===== config.mk =====
export PLATFORM = sky130hd
export DESIGN_NAME = fifo_page_replacement
export DESIGN_NICKNAME = d
export VERILOG_FILES = /design/src/hdl/fpr_pkg.sv /design/src/hdl/fpr_cell.sv /design/src/hdl/fpr_group.sv /design/src/hdl/fifo_page_replacement.sv
export SDC_FILE = /design/constraint.sdc
export NUM_CORES = 2
export LEC_CHECK = 0
export BUFFER_PORTS_ARGS = -buffer_cell sky130_fd_sc_hd__buf_2
export CAP_MARGIN = 30
export CORE_MARGIN = 2
export CORE_UTILIZATION = 44
export DETAILED_ROUTE_END_ITERATION = 10
export GPL_TIMING_DRIVEN = 0
export PLACE_DENSITY = 0.67
export SKIP_LAST_GASP = 1
export SLEW_MARGIN = 20
export SYNTH_ARGS = -nofsm -noshare
export SYNTH_HDL_FRONTEND = slang
export SYNTH_HIERARCHICAL = 1
export SYNTH_SLANG_ARGS = --single-unit

===== constraint.sdc =====
create_clock -name clk_i -period 41.3 [get_ports clk_i]
set_input_delay 10.325 -clock clk_i [delete_from_list [all_inputs] [get_ports clk_i]]
set_output_delay 10.325 -clock clk_i [all_outputs]
set_load 0.01 [all_outputs]

===== src/hdl/fpr_pkg.sv =====
// Shared types and constants for the FIFO page replacement block.
`timescale 1ns / 1ps

package fpr_pkg;

  localparam int MAX_FRAMES = 128;
  localparam int PAGE_BITS  = 8;

  // Frame count register holds 0..MAX_FRAMES.
  localparam int CNT_W = $clog2(MAX_FRAMES + 1);

  // Cells are reduced in groups, then across groups.
  localparam int GROUP     = 8;
  localparam int NGROUPS   = (MAX_FRAMES + GROUP - 1) / GROUP;
  localparam int NCELLS_PD = NGROUPS * GROUP;

  localparam int FAULT_W   = 16;

  typedef logic [PAGE_BITS-1:0] page_t;

  typedef struct packed {
    page_t page;
    logic  valid;
    logic  last;
  } cell_link_t;

  typedef struct packed {
    logic clear;
    logic shift;
    logic kill;
  } cell_ctrl_t;

  typedef enum logic [1:0] {
    ST_IDLE,
    ST_COMPARE,
    ST_REDUCE,
    ST_UPDATE
  } state_e;

endpackage


===== src/hdl/fpr_cell.sv =====
// One frame cell: holds a page and its valid bit, compares and shifts.
`timescale 1ns / 1ps

module fpr_cell (
  input  logic               clk_i,
  input  logic               rst_ni,
  input  fpr_pkg::cell_ctrl_t ctrl_i,
  input  fpr_pkg::cell_link_t prev_i,
  input  logic               next_valid_i,
  input  fpr_pkg::page_t     query_i,
  output fpr_pkg::cell_link_t link_o,
  output logic               match_o
);

  fpr_pkg::page_t page_q;
  logic           valid_q;

  // On an evicting fault the oldest entry moves into this cell but is dropped.
  always_ff @(posedge clk_i or negedge rst_ni) begin
    if (!rst_ni) begin
      valid_q <= 1'b0;
    end else if (ctrl_i.clear) begin
      valid_q <= 1'b0;
    end else if (ctrl_i.shift) begin
      valid_q <= prev_i.valid && !(ctrl_i.kill && prev_i.last);
    end
  end

  always_ff @(posedge clk_i) begin
    if (ctrl_i.shift) begin
      page_q <= prev_i.page;
    end
  end

  assign match_o     = valid_q && (page_q == query_i);
  assign link_o.page  = page_q;
  assign link_o.valid = valid_q;
  assign link_o.last  = valid_q && !next_valid_i;

endmodule


===== src/hdl/fpr_group.sv =====
// Registered reduction over one group of cells: any match and the oldest page.
`timescale 1ns / 1ps

module fpr_group (
  input  logic                                  clk_i,
  input  logic [fpr_pkg::GROUP-1:0]             match_i,
  input  logic [fpr_pkg::GROUP-1:0]             last_i,
  input  fpr_pkg::page_t [fpr_pkg::GROUP-1:0]   page_i,
  output logic                                  hit_o,
  output fpr_pkg::page_t                        page_o
);

  logic           hit_d;
  fpr_pkg::page_t page_d;

  // At most one cell in the whole row is last, so an OR selects it.
  always_comb begin
    hit_d  = 1'b0;
    page_d = '0;
    for (int i = 0; i < fpr_pkg::GROUP; i++) begin
      hit_d  = hit_d | match_i[i];
      page_d = page_d | (last_i[i] ? page_i[i] : '0);
    end
  end

  always_ff @(posedge clk_i) begin
    hit_o  <= hit_d;
    page_o <= page_d;
  end

endmodule


===== src/hdl/fifo_page_replacement.sv =====
// FIFO page replacement top level: frame cell row, reduction and control.
// A word accepted in the idle state passes the compare, two-level reduction and update
// states and is registered on the outputs when the update commits, which waits while a
// held result is stalled. No new word is taken until the last one has committed.
// Reset clears all frames, the fault count and sets the frame count to 1.
`timescale 1ns / 1ps

module fifo_page_replacement (
  input  logic                    clk_i,
  input  logic                    rst_ni,
  input  logic                    cfg_we_i,
  input  logic [7:0]              cfg_data_i,
  input  logic                    in_valid_i,
  output logic                    in_stall_o,
  input  logic [7:0]              page_i,
  input  logic                    restart_i,
  output logic                    out_valid_o,
  input  logic                    out_stall_i,
  output logic                    fault_o,
  output logic                    evict_valid_o,
  output logic [7:0]              evicted_page_o,
  output logic [15:0]             fault_total_o
);

  fpr_pkg::state_e state_q, state_d;

  fpr_pkg::page_t                    query_q;
  logic [fpr_pkg::CNT_W-1:0]         cap_q, cap_d;
  logic [fpr_pkg::CNT_W-1:0]         count_q;
  logic [fpr_pkg::FAULT_W-1:0]       faults_q;

  logic                              hit_q;
  fpr_pkg::page_t                    oldest_q;

  logic                              out_valid_q;
  logic                              out_fault_q;
  logic                              out_evict_q;
  fpr_pkg::page_t                    out_page_q;

  logic                              accept;
  logic                              commit;
  logic                              fault;
  logic                              evict;
  fpr_pkg::cell_ctrl_t               ctrl;

  fpr_pkg::cell_link_t [fpr_pkg::NCELLS_PD-1:0] links;
  logic [fpr_pkg::NCELLS_PD-1:0]                cell_match;
  logic [fpr_pkg::NCELLS_PD-1:0]                lasts;
  fpr_pkg::page_t [fpr_pkg::NCELLS_PD-1:0]      pages;

  logic [fpr_pkg::NGROUPS-1:0]                  g_hit;
  fpr_pkg::page_t [fpr_pkg::NGROUPS-1:0]        g_page;
  logic                                         hit_d;
  fpr_pkg::page_t                               oldest_d;

  assign accept = in_valid_i && !in_stall_o;
  assign commit = (state_q == fpr_pkg::ST_UPDATE) && (!out_valid_q || !out_stall_i);
  assign fault  = !hit_q;
  assign evict  = fault && (count_q >= cap_q);

  assign ctrl.clear = accept && restart_i;
  assign ctrl.shift = commit && fault;
  assign ctrl.kill  = evict;

  // Frame cell row; cell 0 takes the new page.
  for (genvar i = 0; i < fpr_pkg::NCELLS_PD; i++) begin : g_cells
    if (i < fpr_pkg::MAX_FRAMES) begin : g_real
      fpr_pkg::cell_link_t prev;
      logic                next_valid;

      if (i == 0) begin : g_head
        assign prev.page  = query_q;
        assign prev.valid = 1'b1;
        assign prev.last  = 1'b0;
      end else begin : g_body
        assign prev = links[i-1];
      end

      if (i == fpr_pkg::MAX_FRAMES - 1) begin : g_tail
        assign next_valid = 1'b0;
      end else begin : g_mid
        assign next_valid = links[i+1].valid;
      end

      fpr_cell u_cell (
        .clk_i        (clk_i),
        .rst_ni       (rst_ni),
        .ctrl_i       (ctrl),
        .prev_i       (prev),
        .next_valid_i (next_valid),
        .query_i      (query_q),
        .link_o       (links[i]),
        .match_o      (cell_match[i])
      );
    end else begin : g_pad
      assign links[i]      = '0;
      assign cell_match[i] = 1'b0;
    end
    assign lasts[i] = links[i].last;
    assign pages[i] = links[i].page;
  end

  for (genvar g = 0; g < fpr_pkg::NGROUPS; g++) begin : g_groups
    fpr_group u_group (
      .clk_i   (clk_i),
      .match_i (cell_match[g*fpr_pkg::GROUP +: fpr_pkg::GROUP]),
      .last_i  (lasts[g*fpr_pkg::GROUP +: fpr_pkg::GROUP]),
      .page_i  (pages[g*fpr_pkg::GROUP +: fpr_pkg::GROUP]),
      .hit_o   (g_hit[g]),
      .page_o  (g_page[g])
    );
  end

  always_comb begin
    hit_d    = 1'b0;
    oldest_d = '0;
    for (int g = 0; g < fpr_pkg::NGROUPS; g++) begin
      hit_d    = hit_d | g_hit[g];
      oldest_d = oldest_d | g_page[g];
    end
  end

  always_ff @(posedge clk_i) begin
    hit_q    <= hit_d;
    oldest_q <= oldest_d;
    if (accept) begin
      query_q <= fpr_pkg::PAGE_BITS'(page_i);
    end
  end

  // Frame count is clamped to 1..MAX_FRAMES when written.
  always_comb begin
    if (cfg_data_i == 8'd0) begin
      cap_d = fpr_pkg::CNT_W'(1);
    end else if (32'(cfg_data_i) > 32'(fpr_pkg::MAX_FRAMES)) begin
      cap_d = fpr_pkg::CNT_W'(fpr_pkg::MAX_FRAMES);
    end else begin
      cap_d = fpr_pkg::CNT_W'(cfg_data_i);
    end
  end

  always_ff @(posedge clk_i or negedge rst_ni) begin
    if (!rst_ni) begin
      cap_q <= fpr_pkg::CNT_W'(1);
    end else if (cfg_we_i) begin
      cap_q <= cap_d;
    end
  end

  always_ff @(posedge clk_i or negedge rst_ni) begin
    if (!rst_ni) begin
      count_q  <= '0;
      faults_q <= '0;
    end else if (ctrl.clear) begin
      count_q  <= '0;
      faults_q <= '0;
    end else if (ctrl.shift) begin
      if (!evict) begin
        count_q <= count_q + fpr_pkg::CNT_W'(1);
      end
      if (faults_q != '1) begin
        faults_q <= faults_q + fpr_pkg::FAULT_W'(1);
      end
    end
  end

  always_ff @(posedge clk_i or negedge rst_ni) begin
    if (!rst_ni) begin
      state_q <= fpr_pkg::ST_IDLE;
    end else begin
      state_q <= state_d;
    end
  end

  always_comb begin
    state_d    = state_q;
    in_stall_o = 1'b1;
    case (state_q)
      fpr_pkg::ST_IDLE: begin
        in_stall_o = 1'b0;
        if (in_valid_i) begin
          state_d = fpr_pkg::ST_COMPARE;
        end
      end
      fpr_pkg::ST_COMPARE: state_d = fpr_pkg::ST_REDUCE;
      fpr_pkg::ST_REDUCE:  state_d = fpr_pkg::ST_UPDATE;
      fpr_pkg::ST_UPDATE: begin
        if (commit) begin
          state_d = fpr_pkg::ST_IDLE;
        end
      end
      default: state_d = fpr_pkg::ST_IDLE;
    endcase
  end

  always_ff @(posedge clk_i or negedge rst_ni) begin
    if (!rst_ni) begin
      out_valid_q <= 1'b0;
    end else if (commit) begin
      out_valid_q <= 1'b1;
    end else if (!out_stall_i) begin
      out_valid_q <= 1'b0;
    end
  end

  always_ff @(posedge clk_i) begin
    if (commit) begin
      out_fault_q <= fault;
      out_evict_q <= evict;
      out_page_q  <= evict ? oldest_q : '0;
    end
  end

  // The count register takes this word's fault at the same commit, so the total adds it here.
  logic [fpr_pkg::FAULT_W-1:0] total_q;
  always_ff @(posedge clk_i) begin
    if (commit) begin
      total_q <= (fault && faults_q != '1) ? faults_q + fpr_pkg::FAULT_W'(1) : faults_q;
    end
  end

  assign out_valid_o    = out_valid_q;
  assign fault_o        = out_fault_q;
  assign evict_valid_o  = out_evict_q;
  assign evicted_page_o = 8'(out_page_q);
  assign fault_total_o  = total_q;

endmodule


==> impl_summary.log <==
[metrics] CTS sink cnt: around 1,400
[metrics] via count of the first global-routing pass: 39,630
[metrics] Num CTS Buffers: about 140
[metrics] commonest register cell after synthesis: sky130_fd_sc_hd__edfxtp_1
[metrics] cell area after synthesis: 0.06342 mm2
[metrics] residual DRC count: 0
[metrics] Synth Register Bits: approximately 1,400
[metrics] Clock Skews: 0.03222 ns
[metrics] GRT Residual Overflow: 0
[metrics] cell leakage power: 22.22 nW
[metrics] synth-to-layout area growth: 15.61%
[metrics] cts hold-fix bufs: 0
[metrics] longest individual stage delay on the worst path: between 0.4 and 0.5 ns
[metrics] fraction of final layout cells sized beyond drive strength 1: about 16%
[metrics] Core Util, Final: 51.16%
[metrics] Detailed Routing Iterations Pass 1: 5
[metrics] Placer Congestion: 0.8293
[metrics] CTS Root Cell: sky130_fd_sc_hd__clkbuf_16
[metrics] H-Tree Depth: 4
[metrics] Longest Clk Path Bufs: 3
[metrics] signal arrival time at the worst endpoint: 12.77 ns
[metrics] post-detailed-route via-to-cell ratio: approximately 5.5
[metrics] clock transition at the registers of the reported paths: 0.06 ns
[metrics] relative slew slack: 34.47%
[metrics] Top Usage Layer GRT: met2
[metrics] core area: approximately 0.14 mm2
[metrics] count of flip-flops with a built-in enable after synthesis: 1,058
[metrics] placed cell count: slightly below 7,000
[metrics] met2 track demand over resource in global routing: about a third
[metrics] total of endpoints with negative setup slack in the final report: 0
[metrics] Async S/R FF share, synth: 11.86%
[metrics] I/O pin cnt: 50
[metrics] die area: about 0.15 mm2
[metrics] outcome: complete, no violations
[metrics] Sum Neg Setup Slack: 0 ns
[metrics] final antenna-violating net count: 0
[metrics] kind of end point of the critical path: register
[metrics] Resized Gates After CTS: 0
[metrics] transition time at the pin with the least slew margin: just under 1 ns
[metrics] Starting Density: 44.26%
[metrics] commonest cells after routing, fill and taps aside: sky130_fd_sc_hd__edfxtp_1, sky130_fd_sc_hd__xnor2_1, sky130_fd_sc_hd__a22oi_1
[metrics] clock tree from TritonCTS: done
[metrics] least setup slack across all paths after layout: 29.21 ns
[metrics] synthesized area per cell: 13.27 um2
[metrics] crit-path cells: buf_2 > nand2_1 > nand3_1 > clkinv_4 > buf_16 > buf_16 > buf_16 > nand3_1 > a21oi_1
[metrics] Worst setup SP type: primary input
[metrics] max-cap violations: 0
[metrics] setup repair after global routing missed its margin: no
[metrics] Hold WS: 0.4495 ns
[metrics] width of the chip: 383.7 um
[metrics] CP most frequent cell: sky130_fd_sc_hd__buf_16
[metrics] DPL Wire Length: 105.6 mm
[metrics] number of nets in the finished design: about 5,100
[metrics] clock latency at the later pin of the worst-skew pair: 0.78 ns
[metrics] final std cells w/o fill: slightly above 7,000
[metrics] Seq/Total Area, Yosys: about 60%
[metrics] vertical die dimension: 383.7 um
[metrics] worst min-delay path class: register to register
[metrics] GRT Resource Usage Total: 20.04%
[metrics] cell with the largest stage delay on the worst path: sky130_fd_sc_hd__clkinv_4
[metrics] Post-Place Setup Slack: 28.42 ns
[metrics] number of cell rows: 139
[metrics] Slew Viols, Final: 0
[metrics] Antenna Diode Count: 0
[metrics] final worst-path cycle share: 29.27%
[metrics] worst-path fanout max: 82
[metrics] Buffers on Ports: just under 50
[metrics] highest achievable clock rate: ~83 MHz
[metrics] wire length of the first global-routing pass: around 230 mm
[metrics] setup fix buffers added after clock tree synthesis: 0
[metrics] required time of the critical path: 41.98 ns
[metrics] per-cell routed wire length: 20.81 um
[metrics] final wirelength: 148.3 mm
[metrics] antenna violations before repair: 1
[metrics] post-layout minimum cycle time: between 10 and 15 ns
[metrics] post-synth cell types: 49
[metrics] Max IR drop VDD: 0.03699 mV
[metrics] routed via count: 39,550
[metrics] final hold violation count: 0
[metrics] Cells after Synth: between 4,000 and 5,000
[metrics] pin count of the biggest net entering global routing: between 90 and 100
[metrics] first-iteration detailed-routing DRC count: 3,611
[metrics] met3 Track Usage GR: between 3 and 4%
[metrics] power density relative to cell area: 55.84 mW/mm2
[metrics] Setup Crit Path Kind: primary input to register
[metrics] Yosys Warn Count: 6
[metrics] met1 track demand over resource in global routing: 28.86%
[metrics] most frequent standard cell in the layout excluding fill and tap cells: sky130_fd_sc_hd__edfxtp_1
## path summary, 6_finish.rpt
check	startpoint	end	slack [ns]	cells past startpoint
setup / recovery	out_stall_i	g_cells[112].g_real.u_cell/valid_q	29.21	9
hold / removal	g_groups[10].u_group/hit_o	hit_q	0.45	2
setup reg to reg	hit_q	g_cells[0].g_real.u_cell/valid_q	38.16	9
hold reg to reg	g_groups[10].u_group/hit_o	hit_q	0.45	2
max in group asynchronous	rst_ni	g_cells[48].g_real.u_cell/valid_q	31.04	2
min in group asynchronous	rst_ni	g_cells[113].g_real.u_cell/valid_q	9.45	1
## power breakdown
group | switching (mW) | total (mW) | internal (mW)
Combinational | 0.498 | 0.831 | 0.333
Clock | 0.556 | 1.33 | 0.774
Sequential | 0.147 | 1.93 | 1.79
## routing by layer
layer  up-vias  part of all wire (%)  wire length (um)
li1      18370                     -                 -
met1     19780                    46             67660
met2      1211                    47             69300
met3       193                   5.7              8440
met4         2                   2.0              2906
met5         -                0.0088                13
## critical path, delay by kind of cell
kind / cells / cell delay [ns]
AND/OR/NAND/NOR: 3 / 0.42
buffers and inverters: 5 / 1.66
AO/OA/AOI/OAI: 1 / 0.16
## flip-flops by register name, indices dropped and copies added, names as in the netlist
signal and flops:
state_q 2, evicted_page_o 8, query_q 8, oldest_q 8
g_cells.g_real.u_cell/page_q 1024, g_groups.u_group/page_o 128, out_valid_o 1, fault_o 1
cap_q 8, g_groups.u_group/hit_o 16, fault_total_o 16, hit_q 1
evict_valid_o 1, g_cells.g_real.u_cell/valid_q 128, faults_q 16, count_q 8
## area by class of cell
class | instances | area (um2)
Fill cell | 12060 | 69990
Tap cell | 1903 | 2381
Multi-Input combinational cell | 3124 | 22290
Buffer | 265 | 2245
Clock inverter | 63 | 733.2
Timing Repair Buffer | 180 | 2592
Inverter | 16 | 65.06
Clock buffer | 203 | 4101
Sequential cell | 1374 | 38910
## through the flow
step | cell area, um2 | total power [mW]
5_1_grt | 73320 | 4.261
3_3_place_gp | 66050 | 3.499
6_report | 73320 | 4.094
3_5_place_dp | 68480 | 2.789
2_1_floorplan | 63420 | 3.020
4_1_cts | 73310 | 4.124
## cell families after synthesis
| group | after synthesis | share of synthesized area [%] |
|---|---|---|
| DFF | 1374 | 61.36 |
| and+or+nand+nor | 1362 | 12.41 |
| xor gates and xnor gates | 1045 | 14.43 |
| AOI/OAI and AO/OA | 693 | 7.769 |
| buffers and inverters | 281 | 3.628 |
| adders and majority gates | 14 | 0.2762 |
| muxes | 7 | 0.1164 |
| other | 2 | 0.01184 |
## cell usage after synthesis, types with 5 or more instances
library cell | n | area share [%]
sky130_fd_sc_hd__a21oi_1 | 144 | 1.1
sky130_fd_sc_hd__clkbuf_1 | 5 | 0.030
sky130_fd_sc_hd__inv_1 | 15 | 0.089
sky130_fd_sc_hd__nor3_1 | 9 | 0.071
sky130_fd_sc_hd__buf_6 | 96 | 1.7
sky130_fd_sc_hd__buf_4 | 128 | 1.5
sky130_fd_sc_hd__edfxtp_1 | 1058 | 50
sky130_fd_sc_hd__nand3b_1 | 6 | 0.071
sky130_fd_sc_hd__buf_2 | 36 | 0.28
sky130_fd_sc_hd__o21ai_0 | 17 | 0.13
sky130_fd_sc_hd__dfrtp_1 | 162 | 6.4
sky130_fd_sc_hd__a211oi_1 | 5 | 0.059
sky130_fd_sc_hd__and2_1 | 12 | 0.12
sky130_fd_sc_hd__or3_1 | 6 | 0.059
sky130_fd_sc_hd__a22oi_1 | 496 | 5.9
sky130_fd_sc_hd__a22oi_2 | 16 | 0.32
sky130_fd_sc_hd__nor3_2 | 128 | 2.0
sky130_fd_sc_hd__nor2_1 | 24 | 0.14
sky130_fd_sc_hd__nand2b_1 | 129 | 1.3
sky130_fd_sc_hd__ha_1 | 14 | 0.28
sky130_fd_sc_hd__nand3_1 | 272 | 2.1
sky130_fd_sc_hd__xnor2_1 | 1034 | 14
sky130_fd_sc_hd__dfxtp_1 | 153 | 4.8
sky130_fd_sc_hd__nand4_1 | 270 | 2.7
sky130_fd_sc_hd__xor2_1 | 11 | 0.15
sky130_fd_sc_hd__nand2_1 | 294 | 1.7
sky130_fd_sc_hd__nor2b_1 | 131 | 1.3
sky130_fd_sc_hd__nor4_1 | 71 | 0.70
Note: power is estimated with default switching activity, not from simulation.
